<file path="src/design/cpid_pkg.sv">
// Shared types, register indexes, reset values and sequencer codes for the
// cascaded position/speed PID regulator. Used by every file in design/.
package cpid_pkg;

  // Default number of motors with their own loop state
  localparam int MOTOR_COUNT_DEF = 4;

  // Word widths
  localparam int ERR_W   = 17;  // loop error, signed integer
  localparam int INTEG_W = 24;  // integrator, signed, 8 fraction bits
  localparam int PROD_W  = 35;  // gain times error difference, signed
  localparam int ACC_W   = 37;  // sum of the three terms, signed
  localparam int GAIN_W  = 48;  // kp, ki, kd packed, each Q8.8
  localparam int LIM_W   = 15;
  localparam int DB_W    = 13;
  localparam int CFG_IDX_W = 3;

  // Configuration register indexes
  localparam logic [CFG_IDX_W-1:0] CFG_SPEED_GAINS    = 3'd0;
  localparam logic [CFG_IDX_W-1:0] CFG_POSITION_GAINS = 3'd1;
  localparam logic [CFG_IDX_W-1:0] CFG_OUTPUT_LIMIT   = 3'd2;
  localparam logic [CFG_IDX_W-1:0] CFG_INTEG_CLAMP    = 3'd3;
  localparam logic [CFG_IDX_W-1:0] CFG_POS_DEADBAND   = 3'd4;

  // Register reset values
  localparam logic [GAIN_W-1:0] SPEED_GAINS_RST    = 48'd550259134976;
  localparam logic [GAIN_W-1:0] POSITION_GAINS_RST = 48'd661424963763;
  localparam logic [LIM_W-1:0]  OUTPUT_LIMIT_RST   = 15'd30000;
  localparam logic [LIM_W-1:0]  INTEG_CLAMP_RST    = 15'd10000;
  localparam logic [DB_W-1:0]   POS_DEADBAND_RST   = 13'd20;

  // Loop mode codes
  localparam logic OP_SPEED    = 1'b0;
  localparam logic OP_POSITION = 1'b1;

  // Input item
  typedef struct packed {
    logic              op;
    logic [1:0]        motor_id;
    logic signed [15:0] target;
    logic [12:0]       measured_angle;
    logic signed [15:0] measured_speed;
  } in_item_t;

  // Result item
  typedef struct packed {
    logic [1:0]         motor_number;
    logic signed [15:0] voltage;
    logic               in_deadband;
  } out_item_t;

  // Sequencer states
  typedef enum logic [2:0] {
    ST_IDLE,
    ST_MUL_I,
    ST_INTEG,
    ST_PROP,
    ST_DERIV,
    ST_TRUNC,
    ST_SAT,
    ST_EMIT
  } state_t;

  // Operations of the shared multiply-accumulate unit
  typedef enum logic [2:0] {
    ALU_NOP,
    ALU_MUL_I,
    ALU_INTEG,
    ALU_PROP,
    ALU_DERIV,
    ALU_TRUNC
  } alu_op_t;

  // Write strobes into the per-motor loop state
  typedef struct packed {
    logic integ_we;
    logic last_we;
  } mem_wr_t;

endpackage

</file>
<file path="src/design/cpid_alu.sv">
// Shared multiply-accumulate unit of the PID regulator: one signed multiplier,
// product and accumulator registers, integrator clamp, truncation and output
// saturation. Depends on cpid_pkg.
module cpid_alu (
  input  logic                                clk,
  input  cpid_pkg::alu_op_t                   op,
  input  logic [cpid_pkg::GAIN_W-1:0]         gains,
  input  logic signed [cpid_pkg::ERR_W-1:0]   err,
  input  logic signed [cpid_pkg::ERR_W-1:0]   prev_err,
  input  logic signed [cpid_pkg::INTEG_W-1:0] integ,
  input  logic [cpid_pkg::LIM_W-1:0]          ilim,
  input  logic [cpid_pkg::LIM_W-1:0]          olim,
  output logic signed [cpid_pkg::INTEG_W-1:0] integ_new,
  output logic signed [15:0]                  sat_out
);

  logic [15:0]                         k;
  logic signed [16:0]                  mul_a;
  logic signed [cpid_pkg::ERR_W:0]     mul_b;
  logic signed [cpid_pkg::ERR_W:0]     err_x;
  logic signed [cpid_pkg::ERR_W:0]     diff;
  logic signed [cpid_pkg::PROD_W-1:0]  product;
  logic signed [cpid_pkg::PROD_W-1:0]  prod_r;
  logic signed [cpid_pkg::PROD_W-1:0]  isum;
  logic signed [cpid_pkg::PROD_W-1:0]  ilim_q;
  logic signed [cpid_pkg::ACC_W-1:0]   acc_r;
  logic signed [cpid_pkg::ACC_W-1:0]   acc_nxt;
  logic signed [cpid_pkg::ACC_W-1:0]   tsum;
  logic signed [cpid_pkg::ACC_W-1:0]   olim_x;

  // Operand selection: ki*err, kp*err, kd*(err - last)
  assign err_x = {err[cpid_pkg::ERR_W-1], err};
  assign diff  = err_x - $signed({prev_err[cpid_pkg::ERR_W-1], prev_err});

  always_comb begin
    k     = 16'd0;
    mul_b = err_x;
    case (op)
      cpid_pkg::ALU_MUL_I: k = gains[31:16];
      cpid_pkg::ALU_INTEG: k = gains[15:0];
      cpid_pkg::ALU_PROP: begin
        k     = gains[47:32];
        mul_b = diff;
      end
      default: k = 16'd0;
    endcase
  end

  assign mul_a   = $signed({1'b0, k});
  assign product = mul_a * mul_b;

  // Integrator update with a symmetric clamp at the integrator limit, in whole units
  assign isum   = $signed({{(cpid_pkg::PROD_W-cpid_pkg::INTEG_W){integ[cpid_pkg::INTEG_W-1]}},
                           integ}) + prod_r;
  assign ilim_q = $signed({12'd0, ilim, 8'd0});

  always_comb begin
    if (isum > ilim_q) begin
      integ_new = ilim_q[cpid_pkg::INTEG_W-1:0];
    end else if (isum < -ilim_q) begin
      integ_new = cpid_pkg::INTEG_W'(-ilim_q);
    end else begin
      integ_new = isum[cpid_pkg::INTEG_W-1:0];
    end
  end

  // Truncation toward zero: add 255 to negative sums before the shift
  assign tsum = acc_r + $signed({{(cpid_pkg::ACC_W-8){1'b0}}, {8{acc_r[cpid_pkg::ACC_W-1]}}});

  always_comb begin
    acc_nxt = acc_r;
    case (op) inside
      cpid_pkg::ALU_INTEG: begin
        acc_nxt = $signed({{(cpid_pkg::ACC_W-cpid_pkg::INTEG_W){integ_new[cpid_pkg::INTEG_W-1]}},
                           integ_new});
      end
      cpid_pkg::ALU_PROP,
      cpid_pkg::ALU_DERIV: begin
        acc_nxt = acc_r + $signed({{(cpid_pkg::ACC_W-cpid_pkg::PROD_W){prod_r[cpid_pkg::PROD_W-1]}},
                                   prod_r});
      end
      cpid_pkg::ALU_TRUNC: acc_nxt = tsum >>> 8;
      default: acc_nxt = acc_r;
    endcase
  end

  always_ff @(posedge clk) begin
    prod_r <= product;
    acc_r  <= acc_nxt;
  end

  // Output saturation of the truncated whole value
  assign olim_x = $signed({{(cpid_pkg::ACC_W-cpid_pkg::LIM_W){1'b0}}, olim});

  always_comb begin
    if (acc_r > olim_x) begin
      sat_out = $signed({1'b0, olim});
    end else if (acc_r < -olim_x) begin
      sat_out = -$signed({1'b0, olim});
    end else begin
      sat_out = acc_r[15:0];
    end
  end

endmodule

</file>
<file path="src/design/cpid_loop_mem.sv">
// Per-motor loop state: speed and position integrators and last errors,
// cleared by reset. Depends on cpid_pkg.
module cpid_loop_mem #(
  parameter int MOTOR_COUNT = cpid_pkg::MOTOR_COUNT_DEF,
  parameter int IDX_W       = (MOTOR_COUNT > 1) ? $clog2(MOTOR_COUNT) : 1
) (
  input  logic                                clk,
  input  logic                                rst_n,
  input  logic [IDX_W-1:0]                    idx,
  input  logic                                loop_pos,
  input  cpid_pkg::mem_wr_t                   wr,
  input  logic signed [cpid_pkg::INTEG_W-1:0] integ_wdata,
  input  logic signed [cpid_pkg::ERR_W-1:0]   last_wdata,
  output logic signed [cpid_pkg::INTEG_W-1:0] integ_rdata,
  output logic signed [cpid_pkg::ERR_W-1:0]   last_rdata
);

  logic signed [cpid_pkg::INTEG_W-1:0] spd_integ_r [MOTOR_COUNT];
  logic signed [cpid_pkg::INTEG_W-1:0] pos_integ_r [MOTOR_COUNT];
  logic signed [cpid_pkg::ERR_W-1:0]   spd_last_r  [MOTOR_COUNT];
  logic signed [cpid_pkg::ERR_W-1:0]   pos_last_r  [MOTOR_COUNT];

  // State of the loop being worked on
  assign integ_rdata = loop_pos ? pos_integ_r[idx] : spd_integ_r[idx];
  assign last_rdata  = loop_pos ? pos_last_r[idx]  : spd_last_r[idx];

  always_ff @(posedge clk) begin
    if (!rst_n) begin
      for (int i = 0; i < MOTOR_COUNT; i++) begin
        spd_integ_r[i] <= '0;
        pos_integ_r[i] <= '0;
        spd_last_r[i]  <= '0;
        pos_last_r[i]  <= '0;
      end
    end else begin
      if (wr.integ_we) begin
        if (loop_pos) begin
          pos_integ_r[idx] <= integ_wdata;
        end else begin
          spd_integ_r[idx] <= integ_wdata;
        end
      end
      if (wr.last_we) begin
        if (loop_pos) begin
          pos_last_r[idx] <= last_wdata;
        end else begin
          spd_last_r[idx] <= last_wdata;
        end
      end
    end
  end

endmodule

</file>
<file path="src/design/cascaded_position_speed_pid.sv">
// Top level of the cascaded position/speed PID regulator: configuration
// registers, sequencer and result register. Uses cpid_pkg, cpid_alu, cpid_loop_mem.
//
// One item is taken at a time through in_valid/in_ready; in_ready is high only
// while the sequencer is idle. Each PID pass runs six steps on the single
// shared multiply-accumulate unit (integral product, integrator clamp,
// proportional and derivative products, truncation, saturation). A speed
// mode item runs the speed pass only; a position mode item runs the position
// pass first and hands its setpoint on to the speed pass.
// A motor number at or beyond MOTOR_COUNT gives voltage 0 without a pass.
// A result waits in the output register; if it has not been taken when the
// next one is ready, the sequencer holds until out_ready. Configuration
// writes are accepted in every cycle and take effect at once.
module cascaded_position_speed_pid #(
  parameter int MOTOR_COUNT = cpid_pkg::MOTOR_COUNT_DEF
) (
  input  logic                              clk,
  input  logic                              rst_n,
  input  logic                              in_valid,
  output logic                              in_ready,
  input  cpid_pkg::in_item_t                in_data,
  output logic                              out_valid,
  input  logic                              out_ready,
  output cpid_pkg::out_item_t               out_data,
  input  logic                              cfg_valid,
  output logic                              cfg_ready,
  input  logic [cpid_pkg::CFG_IDX_W-1:0]    cfg_index,
  input  logic [cpid_pkg::GAIN_W-1:0]       cfg_data
);

  localparam int IDX_W = (MOTOR_COUNT > 1) ? $clog2(MOTOR_COUNT) : 1;

  // Configuration registers
  logic [cpid_pkg::GAIN_W-1:0] spd_gains_r;
  logic [cpid_pkg::GAIN_W-1:0] pos_gains_r;
  logic [cpid_pkg::LIM_W-1:0]  olim_r;
  logic [cpid_pkg::LIM_W-1:0]  ilim_r;
  logic [cpid_pkg::DB_W-1:0]   db_r;

  // Sequencer and item registers
  cpid_pkg::state_t                  state_r, state_nxt;
  logic                              loop_r, loop_nxt;
  logic [1:0]                        motor_r, motor_nxt;
  logic signed [15:0]                speed_r, speed_nxt;
  logic signed [cpid_pkg::ERR_W-1:0] err_r, err_nxt;
  logic                              dead_r, dead_nxt;
  logic signed [15:0]                volt_r, volt_nxt;
  logic                              out_valid_r, out_valid_nxt;
  cpid_pkg::out_item_t               out_data_r, out_data_nxt;

  // Control to the shared unit and the loop store
  cpid_pkg::alu_op_t                   alu_op;
  cpid_pkg::mem_wr_t                   mem_wr;
  logic                                in_xfer;
  logic                                out_load;
  logic                                id_ok;
  logic signed [cpid_pkg::ERR_W-1:0]   perr;
  logic [cpid_pkg::ERR_W-1:0]          pmag;
  logic signed [cpid_pkg::ERR_W-1:0]   serr;
  logic signed [15:0]                  setpoint;
  logic signed [cpid_pkg::INTEG_W-1:0] integ_cur;
  logic signed [cpid_pkg::INTEG_W-1:0] integ_new;
  logic signed [cpid_pkg::ERR_W-1:0]   last_cur;
  logic signed [15:0]                  sat_out;

  assign cfg_ready = 1'b1;

  // Configuration writes
  always_ff @(posedge clk) begin
    if (!rst_n) begin
      spd_gains_r <= cpid_pkg::SPEED_GAINS_RST;
      pos_gains_r <= cpid_pkg::POSITION_GAINS_RST;
      olim_r      <= cpid_pkg::OUTPUT_LIMIT_RST;
      ilim_r      <= cpid_pkg::INTEG_CLAMP_RST;
      db_r        <= cpid_pkg::POS_DEADBAND_RST;
    end else if (cfg_valid) begin
      unique case (cfg_index)
        cpid_pkg::CFG_SPEED_GAINS:    spd_gains_r <= cfg_data;
        cpid_pkg::CFG_POSITION_GAINS: pos_gains_r <= cfg_data;
        cpid_pkg::CFG_OUTPUT_LIMIT:   olim_r      <= cfg_data[cpid_pkg::LIM_W-1:0];
        cpid_pkg::CFG_INTEG_CLAMP:    ilim_r      <= cfg_data[cpid_pkg::LIM_W-1:0];
        cpid_pkg::CFG_POS_DEADBAND:   db_r        <= cfg_data[cpid_pkg::DB_W-1:0];
        default: ;
      endcase
    end
  end

  // Errors and deadband test of an arriving item
  assign id_ok = 32'(in_data.motor_id) < MOTOR_COUNT;
  assign perr  = $signed({in_data.target[15], in_data.target})
               - $signed({4'd0, in_data.measured_angle});
  assign pmag  = perr[cpid_pkg::ERR_W-1] ? 17'(-perr) : 17'(perr);
  assign serr  = $signed({in_data.target[15], in_data.target})
               - $signed({in_data.measured_speed[15], in_data.measured_speed});

  // Speed setpoint handed on from the position pass
  assign setpoint = dead_r ? 16'sd0 : sat_out;

  assign in_xfer  = in_valid && in_ready;
  assign out_load = (state_r == cpid_pkg::ST_EMIT) && (!out_valid_r || out_ready);

  // Next state
  always_comb begin
    state_nxt = state_r;
    unique case (state_r)
      cpid_pkg::ST_IDLE: begin
        if (in_valid) begin
          state_nxt = id_ok ? cpid_pkg::ST_MUL_I : cpid_pkg::ST_EMIT;
        end
      end
      cpid_pkg::ST_MUL_I: state_nxt = cpid_pkg::ST_INTEG;
      cpid_pkg::ST_INTEG: state_nxt = cpid_pkg::ST_PROP;
      cpid_pkg::ST_PROP:  state_nxt = cpid_pkg::ST_DERIV;
      cpid_pkg::ST_DERIV: state_nxt = cpid_pkg::ST_TRUNC;
      cpid_pkg::ST_TRUNC: state_nxt = cpid_pkg::ST_SAT;
      cpid_pkg::ST_SAT: begin
        state_nxt = loop_r ? cpid_pkg::ST_MUL_I : cpid_pkg::ST_EMIT;
      end
      cpid_pkg::ST_EMIT: begin
        if (!out_valid_r || out_ready) begin
          state_nxt = cpid_pkg::ST_IDLE;
        end
      end
      default: state_nxt = cpid_pkg::ST_IDLE;
    endcase
  end

  // Sequencer outputs
  always_comb begin
    in_ready        = 1'b0;
    alu_op          = cpid_pkg::ALU_NOP;
    mem_wr.integ_we = 1'b0;
    mem_wr.last_we  = 1'b0;
    unique case (state_r)
      cpid_pkg::ST_IDLE:  in_ready = 1'b1;
      cpid_pkg::ST_MUL_I: alu_op   = cpid_pkg::ALU_MUL_I;
      cpid_pkg::ST_INTEG: begin
        alu_op          = cpid_pkg::ALU_INTEG;
        mem_wr.integ_we = 1'b1;
      end
      cpid_pkg::ST_PROP:  alu_op = cpid_pkg::ALU_PROP;
      cpid_pkg::ST_DERIV: alu_op = cpid_pkg::ALU_DERIV;
      cpid_pkg::ST_TRUNC: alu_op = cpid_pkg::ALU_TRUNC;
      cpid_pkg::ST_SAT:   mem_wr.last_we = 1'b1;
      cpid_pkg::ST_EMIT:  ;
      default: ;
    endcase
  end

  // Item registers and result register
  always_comb begin
    loop_nxt      = loop_r;
    motor_nxt     = motor_r;
    speed_nxt     = speed_r;
    err_nxt       = err_r;
    dead_nxt      = dead_r;
    volt_nxt      = volt_r;
    out_data_nxt  = out_data_r;
    out_valid_nxt = out_valid_r && !out_ready;

    if (in_xfer) begin
      motor_nxt = in_data.motor_id;
      speed_nxt = in_data.measured_speed;
      volt_nxt  = 16'sd0;
      if (in_data.op == cpid_pkg::OP_POSITION) begin
        loop_nxt = 1'b1;
        err_nxt  = perr;
        dead_nxt = id_ok && (pmag < {4'd0, db_r});
      end else begin
        loop_nxt = 1'b0;
        err_nxt  = serr;
        dead_nxt = 1'b0;
      end
    end

    // End of a pass: hand the setpoint on, or keep the voltage
    if (state_r == cpid_pkg::ST_SAT) begin
      if (loop_r) begin
        loop_nxt = 1'b0;
        err_nxt  = $signed({setpoint[15], setpoint}) - $signed({speed_r[15], speed_r});
      end else begin
        volt_nxt = sat_out;
      end
    end

    if (out_load) begin
      out_valid_nxt             = 1'b1;
      out_data_nxt.motor_number = motor_r;
      out_data_nxt.voltage      = volt_r;
      out_data_nxt.in_deadband  = dead_r;
    end
  end

  always_ff @(posedge clk) begin
    if (!rst_n) begin
      state_r     <= cpid_pkg::ST_IDLE;
      out_valid_r <= 1'b0;
    end else begin
      state_r     <= state_nxt;
      out_valid_r <= out_valid_nxt;
    end
  end

  always_ff @(posedge clk) begin
    loop_r     <= loop_nxt;
    motor_r    <= motor_nxt;
    speed_r    <= speed_nxt;
    err_r      <= err_nxt;
    dead_r     <= dead_nxt;
    volt_r     <= volt_nxt;
    out_data_r <= out_data_nxt;
  end

  assign out_valid = out_valid_r;
  assign out_data  = out_data_r;

  // Per-motor loop state
  cpid_loop_mem #(
    .MOTOR_COUNT (MOTOR_COUNT),
    .IDX_W       (IDX_W)
  ) u_loop_mem (
    .clk         (clk),
    .rst_n       (rst_n),
    .idx         (IDX_W'(motor_r)),
    .loop_pos    (loop_r),
    .wr          (mem_wr),
    .integ_wdata (integ_new),
    .last_wdata  (err_r),
    .integ_rdata (integ_cur),
    .last_rdata  (last_cur)
  );

  // Shared multiply-accumulate unit
  cpid_alu u_alu (
    .clk       (clk),
    .op        (alu_op),
    .gains     (loop_r ? pos_gains_r : spd_gains_r),
    .err       (err_r),
    .prev_err  (last_cur),
    .integ     (integ_cur),
    .ilim      (ilim_r),
    .olim      (olim_r),
    .integ_new (integ_new),
    .sat_out   (sat_out)
  );

endmodule

</file>
<file path="config.mk">
export PLATFORM = sky130hd
export DESIGN_NAME = cascaded_position_speed_pid
export DESIGN_NICKNAME = d
export VERILOG_FILES = /design/src/design/cpid_pkg.sv /design/src/design/cpid_alu.sv /design/src/design/cpid_loop_mem.sv /design/src/design/cascaded_position_speed_pid.sv
export SDC_FILE = /design/constraint.sdc
export NUM_CORES = 2
export LEC_CHECK = 0
export ABC_AREA = 0
export BUFFER_PORTS_ARGS = -buffer_cell sky130_fd_sc_hd__buf_2
export CAP_MARGIN = 20
export CORE_ASPECT_RATIO = 1.2
export CORE_MARGIN = 2
export CORE_UTILIZATION = 55
export DETAILED_ROUTE_END_ITERATION = 8
export HOLD_SLACK_MARGIN = 0.02
export PLACE_DENSITY = 0.78
export SYNTH_ARGS = -nofsm -noshare
export SYNTH_HDL_FRONTEND = slang
export SYNTH_HIERARCHICAL = 1
export SYNTH_SLANG_ARGS = --single-unit
</file>
<file path="constraint.sdc">
create_clock -name clk -period 20.2 [get_ports clk]
set_input_delay 2.02 -clock clk [delete_from_list [all_inputs] [get_ports clk]]
set_output_delay 2.02 -clock clk [all_outputs]
set_load 0.05 [all_outputs]
</file>
# After elaboration in Yosys (flattened, before gate mapping)
# Memories as Yosys holds them, arrays and structs flattened. A register that Yosys moved wholly into a read port is not among the register bits.
# Cells that the tools add are included.
# word_totals
mem_count	4
input_bits	104
ff_bits	287
elab_cells	142
out_inout_bits	22
mem_bits_rw	328
# op_classes
add_sub_neg	11
order_cmp	5
eq_ne	18
n_mux	65
n_reduce_logical	20
mul	1
# mem_list
name	words	width	rd	rd_ports_with_merged_regs	wr	line_no	rtl
u_loop_mem.pos_integ_r	4	24	1	1	4	cpid_loop_mem.sv:19	logic signed [cpid_pkg::INTEG_W-1:0] pos_integ_r [MOTOR_COUNT];
u_loop_mem.spd_integ_r	4	24	1	1	4	cpid_loop_mem.sv:18	logic signed [cpid_pkg::INTEG_W-1:0] spd_integ_r [MOTOR_COUNT];
u_loop_mem.pos_last_r	4	17	1	1	4	cpid_loop_mem.sv:21	logic signed [cpid_pkg::ERR_W-1:0] pos_last_r [MOTOR_COUNT];
u_loop_mem.spd_last_r	4	17	1	1	4	cpid_loop_mem.sv:20	logic signed [cpid_pkg::ERR_W-1:0] spd_last_r [MOTOR_COUNT];
# ops
op	count
2-to-1 mux 17 bit	8
2-to-1 mux 24 bit	5
2-to-1 mux 37 bit	3
2-to-1 mux 16 bit	6
2-to-1 mux 48 bit	1
one-hot mux 16 bit (3 select lines)	1
OR reduction 24 bit	2
adder 37 x 35 -> 37 bit	1
adder 37 x 9 -> 37 bit	1
> comparator 37 x 16 -> 1 bit	1
< comparator 37 bit	1
negator 15 -> 37 bit	1
adder 24 x 35 -> 35 bit	1
> comparator 35 x 24 -> 1 bit	1
< comparator 35 bit	1
multiplier 17 x 18 -> 35 bit	1
negator 23 -> 35 bit	1
OR reduction 17 bit	2
subtractor 16 x 16 -> 17 bit	2
2-to-1 mux 1 bit	27
one-hot mux 3 bit (8 select lines)	1
equality test 3 bit, second input constant	7
equality test 3 x 2 -> 1 bit, second input constant	6
2-to-1 mux 18 bit	1
other kinds (18)	38

# Depth between registers and ports, before layout
# depth
depth_word	8
depth_mapped	42
depth_no_buf	38

# Modules after synthesis
# Netlist, hierarchy kept.
# by_module_without_submodules
module	seq_area_each_um2	area_each_um2	cells_each	n_inst
cpid_alu	1811.7	23072.1	2875	1
cpid_loop_mem	9849.4	14795.4	903	1
cascaded_position_speed_pid	4684.5	11099.4	1332	1

# Least setup slack after synthesis
# Ideal clock, no wire load.
# synth_timing
path_type	reg-to-reg
from	reg motor_r[0] (netlist name)
to	reg u_alu/prod_r[33] (netlist name)
t_arrival_ns	9.427
setup_time_ns	0.072
required_ns	20.128
setup_slack_ns	10.701
stages_incl_launch_ff	40
n_path_buf	3
period_less_slack_ns	9.499
cell_sequence	edfxtp_1 > buf_6 > buf_2 > mux4_2 > mux2_2 > inv_1 > ha_1 > nor2b_1 > o21ai_0 > a21boi_0 > o21ai_0 > a211oi_1 > o31ai_1 > o211ai_1 > a31o_2 > nand3_1 > o21ai_1 > clkbuf_1 > (+4 left out) > fa_1 > inv_1 > fa_1 > fa_1 > inv_1 > fa_1 > inv_1 > ha_1 > and3_1 > a221o_1 > nor3_1 > o21a_1 > o31ai_1 > o41ai_1 > o21a_1 > o21ai_0 > a21oi_1 > xnor2_1
# synth_rtl
element	line_no	rtl
to (signal assigned)	cpid_alu.sv:88	prod_r <= product;
to (decl)	cpid_alu.sv:23	logic signed [cpid_pkg::PROD_W-1:0] prod_r;

==> impl_results.md <==
- Status: finished clean
- Post-Synthesis Cells: 5110
- Maximum vdd drop: 0.0000742 V
- Chip Width: 276 um
- Clock Sinks: 615
- WL/cell: 22.1 um
- Syn Std Cell Area: 49000 um^2
- P_leak: 0.0236 uW
- Starting Density: 0.556
- EDFF count, synth: 403
- Syn_area_per_cell: 9.58 um^2
- Yosys synthesis warning count: 6
- Post_cts resized: 0
- Clk buf depth: 3
- Clock Skew: 46.0 ps
- CP Max Fanout: 40
- Htree depth: 3
- Final ANT Viol Nets: 0
- Row Count: 119
- GP Congestion: 0.986
- Via density: 6.13
- Pre-CTS setup slack: 8990 ps
- DR iter-0 viols: 3594
- Post-CTS Setup Bufs: 0
- GRT overflow: 0
- Hold Crit Class: reg2reg
- Fillers: 7235
- Final worst-path cycle share: 0.559
- Ys flop type: edfxtp_1
- Synth cell types: 100
- CP delay by family, top: adder cells
- RSZ-0062 raised after global routing: false
- Post-layout min period: 11300 ps
- Area grow syn2layout: 7.86%
- Cts hold-fix bufs: 0
- Worst setup path class: reg2reg
- CTS root buf: clkbuf_16
- Min setup slack post-route: 8900 ps
- Non-filler cells, final: 6320
- Largest net degree at the start of global routing: 97
- Number of hold violations in the final report: 0
- CP arrival: 11850 ps
- Slew Limit Fails: 0
- Inst Count DP: 6193
- Vias in the first global route: 39300
- # setup viols final: 0
- First-pass GRT wire length: 217 mm
- MaxCap Viol Count: 0
- Crit-path max cell delay: 710 ps
- Initial DRT Pass Iterations: 8
- CP Capture Type: flip-flop
- Sequential area share after synthesis: 0.334
- Layout cells sized above 1: 0.111
- Crit path launch type: flip-flop
- Slew margin rel.: 0.230
- Drt drc: 0
- Vias: 38800
- Critical path buffers and inverters: 5
- Setup TNS: 0 ps
- I/O Buffers: 124
- Core Box Area: 88000 um^2
- Worst path most repeated cell: fa_1
- Die Footprint: 91400 um^2
- FMAX: 0.0885 GHz
- CTS Buf Count: 67
- Worst path required time: 20750 ps
- Layout Nets: 5851
- Clock transition at the registers of the reported paths: 60 ps
- Dpl hpwl: 103 mm
- I/O Pins: 126
- Clock Latency Late Sink: 640 ps
- CTS tree: done
- GRT Util Overall: 0.305
- Slowest-stage cell, CP: buf_4
- Syn nets: 5845
- Power density over the cells: 90.4 nW/um^2
- Commonest non-fill, non-tap cells in the layout: 651 x nand2_1, 522 x inv_1, 403 x edfxtp_1, 338 x ha_1, 323 x a21oi_1
- FF+latch count, synth: 615
- Commonest non-fill, non-tap cell in the layout: nand2_1
- Slew of the pin with the lowest slew margin: 1140 ps
- Detailed Route WL: 139 mm
- Register-to-Register Setup Slack: 8900 ps
- Die Y: 331 um
- Initial antenna violation count: 3
- Async set-reset flop share out of synthesis: 0
-- final timing paths --
| check | depth (start not counted) | to | from |
|---|---|---|---|
| max | 37 | u_alu/prod_r[31] | motor_r[0] |
| max reg2reg | 37 | u_alu/prod_r[31] | motor_r[0] |
| min | 0 | out_data[11] | volt_r[10] |
| min reg2reg | 0 | out_data[11] | volt_r[10] |
-- stage by stage --
stage               total power [uW]   util  instance area (um^2)  hold slack (ps)
floorplan                       2950      -                 49000              409
global placement                3470  0.574                 50500              428
detailed placement              3510  0.575                 50600              428
CTS                             4750  0.600                 52800              443
global route                    5040  0.600                 52800              451
finish                          4780  0.600                 52800              439
-- flip-flops by register name, indices dropped and copies added (netlist names), 13 cells and up --
name / count
u_loop_mem/spd_integ_r: 96
db_r: 13
u_loop_mem/pos_integ_r: 96
u_loop_mem/spd_last_r: 68
volt_r: 16
u_loop_mem/pos_last_r: 68
pos_gains_r: 48
olim_r: 15
u_alu/prod_r: 35
speed_r: 16
err_r: 17
ilim_r: 15
out_data: 19
u_alu/acc_r: 37
spd_gains_r: 48
-- area by class of cell --
type / instances / area, um^2 / share of cell area
multi-input cells: 3718 / 29700 / 0.562
well taps: 1149 / 1440 / 0.0272
diodes: 3 / 7.51 / 0.000142
flip-flops and latches: 615 / 16300 / 0.310
repair buffers: 192 / 1140 / 0.0216
clock inverters: 35 / 348 / 0.00659
clock buffers: 86 / 1880 / 0.0356
inverters: 522 / 1960 / 0.0371
-- worst register-to-register path: cells and delay by family (launching register included) --
family | cells | cell delay [ps]
AOI/OAI and AO/OA | 16 | 3940
xor gates and xnor gates | 1 | 150
adders and majority gates | 9 | 4060
buffers and inverters | 5 | 910
DFF | 1 | 620
muxes | 2 | 920
and+or+nand+nor | 4 | 640
-- cell usage after synthesis, types with 67 or more instances --
cell type	count	area, um^2
and3_1	275	1720
edfxtp_1	403	12100
xnor2_1	140	1230
fa_1	293	5870
dfxtp_1	212	4240
nor2_1	296	1110
nor2b_1	67	419
nand2_1	651	2440
inv_1	521	1960
a21oi_1	324	1620
clkbuf_1	222	833
o21ai_0	162	811
mux4_2	82	1850
and2_1	111	694
nand3_1	83	415
mux2_2	105	1180
ha_1	338	4230
-- kinds of logic (layout without fill, tap and decap cells) --
kind of cell	after synthesis	in the layout	synth area share
AO/OA/AOI/OAI	944	944	0.125
XOR/XNOR	193	193	0.0345
adder cells (fa/ha/maj)	636	636	0.207
buffers and inverters	777	835	0.0616
flip-flops	615	615	0.334
multiplexers	204	204	0.0653
other	1	4	0.0000766
AND/OR/NAND/NOR	1740	1740	0.173
-- per-layer routing --
metal / GRT usage / part of all wire / up-vias
met2: 0.534 / 0.49 / 1645
li1: - / - / 17800
met1: 0.360 / 0.37 / 18900
met4: 0.171 / 0.058 / 2
met3: 0.0484 / 0.075 / 433
met5: 0 / 0.000093 / -
-- power by group --
group / switching [uW] / internal [uW] / total [uW]
registers: 134 / 1430 / 1570
logic: 1230 / 734 / 1960
clock network: 530 / 719 / 1250
Note: power is estimated with default switching activity, not from simulation.
